===== src/hdl/scc_pkg.sv =====
// Shared types, widths and the constant divider for the stick command conditioner.
// No dependencies; used by stick_command_conditioner.

package scc_pkg;

   // Field widths
   localparam int unsigned AdcWidth      = 12;
   localparam int unsigned ThrottleWidth = 11;
   localparam int unsigned HeadingWidth  = 9;
   localparam int unsigned AngleWidth    = 8;

   // Stream widths, padded to whole bytes
   localparam int unsigned ReqDataWidth = 64;
   localparam int unsigned RspDataWidth = 40;

   // Mapping constants
   localparam int unsigned OffsetSpan   = 500;
   localparam int unsigned StickSpan    = 3000;
   localparam int unsigned StickTop     = 2000;
   localparam int unsigned ThrottleMin  = 1000;
   localparam int unsigned ThrottleMax  = 2000;
   localparam int unsigned RateScale    = 20;
   localparam int unsigned RateBias     = 10;
   localparam int unsigned HeadingLimit = 180;
   localparam int unsigned AngleScale   = 180;
   localparam int unsigned AngleBias    = 90;
   localparam int unsigned AngleDead    = 10;
   localparam int unsigned AdcFull      = 4095;

   // One set of stick samples, last field in the lowest bits
   typedef struct packed {
      logic                  arm_request;
      logic                  precision_mode;
      logic [AdcWidth-1:0]   pitch_stick;
      logic [AdcWidth-1:0]   roll_stick;
      logic [AdcWidth-1:0]   yaw_stick;
      logic [AdcWidth-1:0]   throttle_stick;
      logic [AdcWidth-1:0]   pot_sample;
   } req_item_type;

   // One set of flight commands, last field in the lowest bits
   typedef struct packed {
      logic                            motors_armed;
      logic signed [AngleWidth-1:0]    pitch_cmd;
      logic signed [AngleWidth-1:0]    roll_cmd;
      logic signed [HeadingWidth-1:0]  yaw_cmd;
      logic [ThrottleWidth-1:0]        throttle_cmd;
   } rsp_item_type;

   // Divide by 4095 for dividends below 4095 * 4096: take the quotient by 4096,
   // then the remainder stays below twice the divisor and one correction settles it
   function automatic logic [11:0] div_full_scale(input logic [23:0] dividend);
      logic [11:0] quot;
      logic [12:0] rem;
      begin
         quot = dividend[23:12];
         rem  = {1'b0, dividend[11:0]} + {1'b0, quot};
         if (rem >= 13'(AdcFull)) begin
            quot = quot + 12'd1;
         end
         return quot;
      end
   endfunction

endpackage


===== src/hdl/stick_command_conditioner.sv =====
// Stick command conditioner top level: input register, conditioning logic, result register.
// Depends on scc_pkg for item types, constants and the divide-by-full-scale function.
//
// Usage:
//   req_* carries one set of five 12-bit ADC samples plus precision and arm flags per
//   control tick; rsp_* returns one set of flight commands for each item taken.
//   The potentiometer is smoothed by a 3/4 IIR filter (primed by the first item after
//   reset) and added to the mapped throttle stick; yaw is integrated into a heading;
//   roll and pitch get a deadband and optional halving.
//   Each item is captured in the input register on acceptance; its result is loaded into
//   the result register when that one is empty or taken. Throughput is one item per cycle
//   while rsp_tready stays high: the filter and heading registers update in the same cycle
//   as the item leaves the input register, so no stall is needed between dependent items.
//   The critical path is the constant multiply and single-step divide by full scale
//   on the filtered potentiometer value, followed by the throttle add and clamp.
//   When the receiver holds rsp_tready low, the result register holds its item and
//   the input register stalls only if it is also full; req_tready falls then.
//   Synchronous reset empties both registers, clears the filter, its primed flag and
//   the heading accumulator.

module stick_command_conditioner (
   input  logic        clock,
   input  logic        reset,
   input  logic        req_tvalid,
   output logic        req_tready,
   // pot_sample[11:0], throttle_stick[23:12], yaw_stick[35:24], roll_stick[47:36],
   // pitch_stick[59:48], precision_mode[60], arm_request[61], zero[63:62]
   input  logic [scc_pkg::ReqDataWidth-1:0] req_tdata,
   output logic        rsp_tvalid,
   input  logic        rsp_tready,
   // throttle_cmd[10:0], yaw_cmd[19:11], roll_cmd[27:20], pitch_cmd[35:28],
   // motors_armed[36], zero[39:37]
   output logic [scc_pkg::RspDataWidth-1:0] rsp_tdata
);

   // Roll or pitch: map to -90..90, apply deadband, halve toward zero in precision mode
   function automatic logic signed [7:0] angle_cmd(input logic [11:0] raw, input logic precise);
      logic [19:0]       prod;
      logic [11:0]       quot;
      logic signed [8:0] ang;
      logic signed [7:0] ang8;
      logic signed [7:0] biased;
      begin
         prod = {8'd0, raw} * 20'(scc_pkg::AngleScale);
         quot = scc_pkg::div_full_scale({4'd0, prod});
         ang  = $signed({1'b0, quot[7:0]}) - 9'sd90;
         if ((ang > -9'sd10) && (ang < 9'sd10)) begin
            ang = 9'sd0;
         end
         ang8   = ang[7:0];
         biased = ang8 + $signed({7'd0, ang8[7]});
         if (precise) begin
            ang8 = biased >>> 1;
         end
         return ang8;
      end
   endfunction

   scc_pkg::req_item_type       req_item;
   scc_pkg::req_item_type       in_item_ff;
   logic                        in_valid_ff;
   logic                        in_valid_in;
   scc_pkg::rsp_item_type       out_item_ff;
   scc_pkg::rsp_item_type       out_item_in;
   logic                        out_valid_ff;
   logic                        out_valid_in;
   logic                        advance;
   logic                        take;

   logic [11:0]                 pot_filter_ff;
   logic [11:0]                 pot_filter_in;
   logic                        primed_ff;
   logic signed [8:0]           yaw_accum_ff;
   logic signed [8:0]           yaw_accum_in;

   logic [11:0]                 filt_base;
   logic [13:0]                 filt_sum;
   logic [20:0]                 offset_prod;
   logic [11:0]                 offset_q;
   logic [23:0]                 stick_prod;
   logic [11:0]                 stick_q;
   logic signed [12:0]          throttle_sum;
   logic [16:0]                 rate_prod;
   logic [4:0]                  rate_q;
   logic signed [5:0]           rate;
   logic signed [9:0]           heading_sum;

   assign req_item = scc_pkg::req_item_type'(req_tdata[61:0]);

   // Handshake: result register moves when empty or taken; input register follows
   assign advance      = !out_valid_ff || rsp_tready;
   assign req_tready   = !in_valid_ff || advance;
   assign take         = in_valid_ff && advance;
   assign in_valid_in  = req_tready ? req_tvalid : in_valid_ff;
   assign out_valid_in = advance ? in_valid_ff : out_valid_ff;

   // Conditioning logic between the two registers
   always_comb begin
      // Prime on the first item, then IIR update
      filt_base     = primed_ff ? pot_filter_ff : in_item_ff.pot_sample;
      filt_sum      = ({2'd0, filt_base} << 1) + {2'd0, filt_base} +
                      {2'd0, in_item_ff.pot_sample};
      pot_filter_in = filt_sum[13:2];

      // Throttle: filtered offset plus mapped stick, clamped
      offset_prod  = {9'd0, pot_filter_in} * 21'(scc_pkg::OffsetSpan);
      offset_q     = scc_pkg::div_full_scale({3'd0, offset_prod});
      stick_prod   = {12'd0, in_item_ff.throttle_stick} * 24'(scc_pkg::StickSpan);
      stick_q      = scc_pkg::div_full_scale(stick_prod);
      throttle_sum = 13'sd2000 - $signed({1'b0, stick_q}) + $signed({1'b0, offset_q});
      if (throttle_sum < 13'sd1000) begin
         throttle_sum = 13'sd1000;
      end else if (throttle_sum > 13'sd2000) begin
         throttle_sum = 13'sd2000;
      end

      // Yaw rate with deadband, integrated and clamped
      rate_prod = {5'd0, in_item_ff.yaw_stick} * 17'(scc_pkg::RateScale);
      rate_q    = rate_prod[16:12];
      rate      = $signed({1'b0, rate_q}) - 6'sd10;
      if ((rate > -6'sd2) && (rate < 6'sd2)) begin
         rate = 6'sd0;
      end
      heading_sum = {yaw_accum_ff[8], yaw_accum_ff} + 10'(rate);
      if (heading_sum < -10'sd180) begin
         heading_sum = -10'sd180;
      end else if (heading_sum > 10'sd180) begin
         heading_sum = 10'sd180;
      end
      yaw_accum_in = heading_sum[8:0];

      out_item_in.throttle_cmd = throttle_sum[10:0];
      out_item_in.yaw_cmd      = yaw_accum_in;
      out_item_in.roll_cmd     = angle_cmd(in_item_ff.roll_stick, in_item_ff.precision_mode);
      out_item_in.pitch_cmd    = angle_cmd(in_item_ff.pitch_stick, in_item_ff.precision_mode);
      out_item_in.motors_armed = in_item_ff.arm_request;
   end

   // Control registers and running state
   always_ff @(posedge clock) begin
      if (reset) begin
         in_valid_ff   <= 1'b0;
         out_valid_ff  <= 1'b0;
         pot_filter_ff <= 12'd0;
         primed_ff     <= 1'b0;
         yaw_accum_ff  <= 9'sd0;
      end else begin
         in_valid_ff  <= in_valid_in;
         out_valid_ff <= out_valid_in;
         if (take) begin
            pot_filter_ff <= pot_filter_in;
            primed_ff     <= 1'b1;
            yaw_accum_ff  <= yaw_accum_in;
         end
      end
   end

   // Payload registers: load the input on acceptance, the result when it moves on
   always_ff @(posedge clock) begin
      if (req_tvalid && req_tready) begin
         in_item_ff <= req_item;
      end
      if (take) begin
         out_item_ff <= out_item_in;
      end
   end

   assign rsp_tvalid = out_valid_ff;
   assign rsp_tdata  = {3'd0, out_item_ff};

endmodule

===== config.mk =====
export PLATFORM = sky130hd
export DESIGN_NAME = stick_command_conditioner
export DESIGN_NICKNAME = d
export VERILOG_FILES = /design/src/hdl/scc_pkg.sv /design/src/hdl/stick_command_conditioner.sv
export SDC_FILE = /design/constraint.sdc
export NUM_CORES = 1
export LEC_CHECK = 0
export BUFFER_PORTS_ARGS = -buffer_cell sky130_fd_sc_hd__buf_2
export CAP_MARGIN = 30
export CORE_ASPECT_RATIO = 1.25
export CORE_MARGIN = 10
export CORE_UTILIZATION = 51
export CTS_BUF_LIST = sky130_fd_sc_hd__clkbuf_2
export DETAILED_ROUTE_END_ITERATION = 10
export PLACE_DENSITY = 0.79
export SYNTH_ARGS = -nofsm -noshare
export SYNTH_HDL_FRONTEND = slang
export SYNTH_SLANG_ARGS = --single-unit

===== constraint.sdc =====
create_clock -name clock -period 33.3 [get_ports clock]
set_input_delay 0 -clock clock [delete_from_list [all_inputs] [get_ports clock]]
set_output_delay 0 -clock clock [all_outputs]
set_load 0.02 [all_outputs]

# After elaboration in Yosys (flattened, before gate mapping)
# Cells that the tools add are included.
# W data, S select, Z words.
[word_totals] reg_bits=123 in_bits=68 out_inout_bits=42 word_cells=78
[classes] addsub=18 mul=5 n_lt_le_gt_ge=14 n_mux=13 reduce_logical=10
[ops] cell="$ge A13 B12 Y1 const B" n=4
[ops] cell="$mux W8" n=6
[ops] cell="$mul A12 B6 Y18 const B" n=2
[ops] cell="$mux W12" n=3
[ops] cell="$add A12 B8 Y13" n=2
[ops] cell="$mul A12 B9 Y21 const B" n=1
[ops] cell="$mul A12 B7 Y19 const B" n=1
[ops] cell="$gt A9 B5 Y1 const B" n=2
[ops] cell="$lt A9 B5 Y1 const B" n=2
[ops] cell="$mux W9" n=2
[ops] cell="$sub A8 B7 Y9 const B" n=2
[ops] cell="$add A8 B1 Y8 const B" n=2
[ops] cell="$add A8 B2 Y8" n=2
[ops] cell="$mul A12 B3 Y15 const B" n=1
[ops] cell="$add A13 B12 Y14" n=1
[ops] cell="$add A14 B12 Y14" n=1
[ops] cell="$add A12 B12 Y13" n=1
[ops] cell="$add A12 B9 Y13" n=1
[ops] cell="$add A13 B13 Y13" n=1
[ops] cell="$gt A13 B12 Y1 const B" n=1
[ops] cell="$lt A13 B11 Y1 const B" n=1
[ops] cell="$sub A11 B12 Y13 const A" n=1
[ops] cell="$add A12 B1 Y12 const B" n=1
[ops] cell="$mux W11" n=1
[ops] cell="other kinds (12)" n=18

# Depth between registers and ports, before layout
[logic_depth] ltp_word=10 mapped_depth=60 ltp_nobuf=58

# Worst setup path before layout
# Ideal clock, no wire load.
[synth_path] path_type="reg-to-reg" from="register primed_ff" to="register out_item_ff (netlist bit rsp_tdata[6]), data pin" t_arrival_ps=12427 t_required_ps=33026 setup_slack_ps=20598 stages_incl_launch_ff=55 period_less_slack_ps=12702 path_cell_list="dfxtp_1 clkbuf_1 clkbuf_1 o21a_1 inv_1 fa_1 ha_1 a41o_1 a21o_1 a21o_1 a21o_1 a21o_1 a21o_1 a21o_1 a2111oi_0 nor3_1 xor2_1 inv_1 [19 not listed] a31oi_2 mux2_2 ha_1 ha_1 fa_1 a21oi_1 nor2_1 nor2_1 o21bai_1 a21oi_1 o21bai_1 a21oi_1 o21bai_1 a21oi_1 xnor2_1 a311o_1 a211oi_1 nand2b_1"
[synth_between] elab_chain_len=10
[synth_lines] item="from (decl)" line_no="stick_command_conditioner.sv:72" rtl="logic primed_ff;"
[synth_lines] item="from (signal assigned)" line_no="stick_command_conditioner.sv:145" rtl="primed_ff <= 1'b0;"
[synth_lines] item="from (signal assigned)" line_no="stick_command_conditioner.sv:152" rtl="primed_ff <= 1'b1;"
[synth_lines] item="$mux W12 (*)" line_no="stick_command_conditioner.sv:100" rtl="filt_base = primed_ff ? pot_filter_ff : in_item_ff.pot_sample;"
[synth_lines] item="$add A13 B12 Y14 (*)" line_no="stick_command_conditioner.sv:101" rtl="filt_sum = ({2'd0, filt_base} << 1) + {2'd0, filt_base} +"
[synth_lines] item="$add A14 B12 Y14 (*)" line_no="stick_command_conditioner.sv:101"
[synth_lines] item="net filt_sum[12]" line_no="stick_command_conditioner.sv:77" rtl="logic [13:0] filt_sum;"
[synth_lines] item="$mul A12 B7 Y19 (*)" line_no="stick_command_conditioner.sv:106" rtl="offset_prod = {9'd0, pot_filter_in} * 21'(scc_pkg::OffsetSpan);"
[synth_lines] item="$add A12 B9 Y13" line_no="scc_pkg.sv:57" rtl="rem = {1'b0, dividend[11:0]} + {1'b0, quot};"
[synth_lines] item="$ge A13 B12 Y1" line_no="scc_pkg.sv:58" rtl="if (rem >= 13'(AdcFull)) begin"
[synth_lines] item="$mux W12 (*)" line_no="scc_pkg.sv:58"
[synth_lines] item="$add A13 B13 Y13 (*)" line_no="stick_command_conditioner.sv:110" rtl="throttle_sum = 13'sd2000 - $signed({1'b0, stick_q}) + $signed({1'b0, offset_q});"
[synth_lines] item="$lt A13 B11 Y1 or $gt A13 B12 Y1 (tied branches)" line_no="stick_command_conditioner.sv:111, stick_command_conditioner.sv:113"
[synth_lines] item="$reduce_or A2 Y1 (no line)"
[synth_lines] item="to (signal assigned)" line_no="stick_command_conditioner.sv:164" rtl="out_item_ff <= out_item_in;"
[synth_lines] item="to (decl)" line_no="stick_command_conditioner.sv:63" rtl="scc_pkg::rsp_item_type out_item_ff;"
# Mark *: on every way through the listed nets, which the timed path passes. The rest lies on a longest branch.
# A chain may end at the register's enable or synchronous reset.

# Final worst setup path
[layout_path] from="register primed_ff" to="register out_item_ff (netlist bit rsp_tdata[8]), data pin"
# Same word-level chain as after synthesis.

==> flow_summary.yaml <==
hold_path:
  hold_end: "pot_filter_ff[6]"
  min_delay_path_depth: 3
  holdCritStartpoint: "reset"
  hp-class: "input pin to register"
setup_path:
  slowest_delay_ps: 810
  arrival_ps: 15320
  critical_path_class: "register to register"
  path_delay_family: "compound AO/OA/AOI/OAI gates"
  rr_startpoint: "primed_ff"
  r2r-end: "rsp_tdata[8]"
  start_kind: "register"
  required_ps: 33900
  critPathMaxFanout: 15
  crit_path_end_kind: "register"
  worst-path-buf-inv: 2
  ff2ff_setup_slack_ps: 18580
  slowest_stage: "dfxtp_1"
  rr_worst_depth: 51
sta:
  hold_slack_ps: 190.6
  fmax_ghz: 0.06793
  tns_ps: 0
  slew_viol_final: 0
  hold_violations: 0
  fin_crit_ps: 14720
  rsz0062_at_grt: "false"
  setup_viol: 0
  min_period_over_period: 0.4421
  max_slew.worst_pin.slew_ps: 1040
  skew_ps: 77.22
  maxSlewHeadroom: 0.3042
floorplanning:
  die_area_mm2: 0.04166
  ios: 110
  rows: 75
  core_mm2: 0.03350
  start_util: 0.5154
  die_x_um: 184.6
  die_h_um: 225.7
synthesis:
  yosys_warnings: 0
  synth.cell_area_mm2: 0.01727
  synthArstFlopShare: 0
  synth_edf_count: 99
  yosys.area.top_type: "ha_1"
  yosys_most_used_dff: "edfxtp_1"
  syn_area_per_cell_um2: 9.503
  netlist_top_cells_area: "ha_1 (19%), edfxtp_1 (17%), fa_1 (15%)"
  ys_seq_elements: 123
  synth_top_area_share: 0.1906
  yosys.cell_types.count: 116
  yosysSeqAreaShare: 0.2000
  syn_inst: 1817
cells_and_area:
  instances_no_fill: 2494
  multi_input_area_mm2: 0.01254
  fillers: 2714
  drive_above_1_share: 0.1063
  fin_area_mm2: 0.01982
  final_cell_mix: "inv_1 (309), ha_1 (263), fa_1 (133), dlygate4sd3_1 (132), buf_2 (104)"
  regArea_mm2: 0.003453
  syn_to_final_growth_pct: 14.77
  layout_commonest_cell: "inv_1"
  nNetsFinal: 2521
clock_tree:
  cts_buffers: 17
  htreeDepth: 4
  cts.path.max_buffers: 2
  cts_sinks: 123
  clkLatencyLatePin_ps: 890
  tritoncts: "done"
  cts_resized: 0
  clk_pin_slew_worst_paths_ps: 210
  clockRootBuffer: "clkbuf_2"
place:
  placed_cells: 2328
  detailed_place_hpwl_mm: 31.68
  portBuffers: 104
  place_congestion: 0.9316
  place_area_mm2: 0.01824
detailed_routing:
  firstDrtPassIters: 7
  vias: 14120
  drt_iter0_drc: 775
  drcViolationCount: 0
  ant_nets: 0
  wl_per_cell_um: 16.57
  wl_mm: 41.33
  viasPerCell: 5.662
global_routing:
  grt_use_total: 0.2034
  antenna_found_initial: 1
  grt-ovfl-total: 0
  grt_pass1_vias: 14720
  grt_max_degree: 63
  grt_first_pass_wirelength_mm: 69.27
job:
  drv_cap: 0
status:
  status: "completed"
## metrics by stage
stage	utilization	setup slack, ps
6_report	0.5916	18580
5_1_grt	0.5916	17390
4_1_cts	0.5909	18630
3_5_place_dp	0.5445	18710
3_3_place_gp	0.5445	19040
2_1_floorplan	-	20600
## how the worst max path moves through the flow
| stage | startpoint | end | slack, ps | cells after the start |
|---|---|---|---|---|
| after global routing | primed_ff | rsp_tdata[8] | 17390 | 51 |
| after floorplan | primed_ff | rsp_tdata[6] | 20600 | 54 |
| final | primed_ff | rsp_tdata[8] | 18580 | 51 |
| after global placement | primed_ff | rsp_tdata[8] | 19040 | 51 |
| after detailed placement | primed_ff | rsp_tdata[9] | 18710 | 51 |
| after CTS | primed_ff | rsp_tdata[9] | 18630 | 51 |
## what timing repair did
item                       CTS  global route
setup endpoints to repair    0             0
hold endpoints to repair   148             0
buffers inserted             0             0
hold buffers               132             0
## state kept, by name (all words and copies together), names as in the netlist
register and count:
yaw_accum_ff 9, rsp_tdata 37, primed_ff 1, in_item_ff 62, in_valid_ff 1, pot_filter_ff 12, rsp_tvalid 1
## tightest hold or removal path, stage by stage
cell and delay [ps]:
dlygate4sd3_1 530, buf_2 310, nor2_1 160
## final cells by class
type | instances | area share
inverter | 313 | 0.05928
timing repair buffer | 240 | 0.09508
sequential | 123 | 0.1742
clock inverter | 15 | 0.007450
tap | 423 | 0.02670
multi-input combinational | 1362 | 0.6328
antenna | 1 | 0.0001263
clock buffer | 17 | 0.004293
## routing by layer
metal	global-route usage	wire length [um]
met5	0	0
met4	0.08102	1260
met3	0.03039	1652
met2	0.3849	22140
met1	0.2196	16280
## cell families after synthesis
logic type	count (synthesis)	share of synthesized area
compound gates	398	0.1659
fa+ha+maj	397	0.3453
simple gates	385	0.1156
buf+inv	334	0.07427
xor+xnor	150	0.08036
flops	123	0.2000
mux	29	0.01840
other cells	1	0.0002172
## synthesized netlist by cell type, types with 9 or more instances
cell	count
edfxtp_1	99
nand3_1	33
xor2_1	43
a21oi_1	100
o21ai_1	13
nand2_1	80
o21bai_1	24
a31oi_1	12
xnor2_1	99
mux2i_1	12
o21ai_0	40
nor4_1	12
and3_1	15
fa_1	133
a211oi_1	19
nor3_1	28
and2_1	16
nor2b_1	12
mux2_2	15
inv_1	310
a21o_1	48
dfxtp_1	24
clkbuf_1	11
o21a_1	24
nor2_1	98
o211ai_1	10
nand4_1	11
ha_1	263
nand2b_1	22
or3_1	9
Power is not shown: default switching activity piles up to over one toggle a cycle in this logic, so the estimate is an artifact.
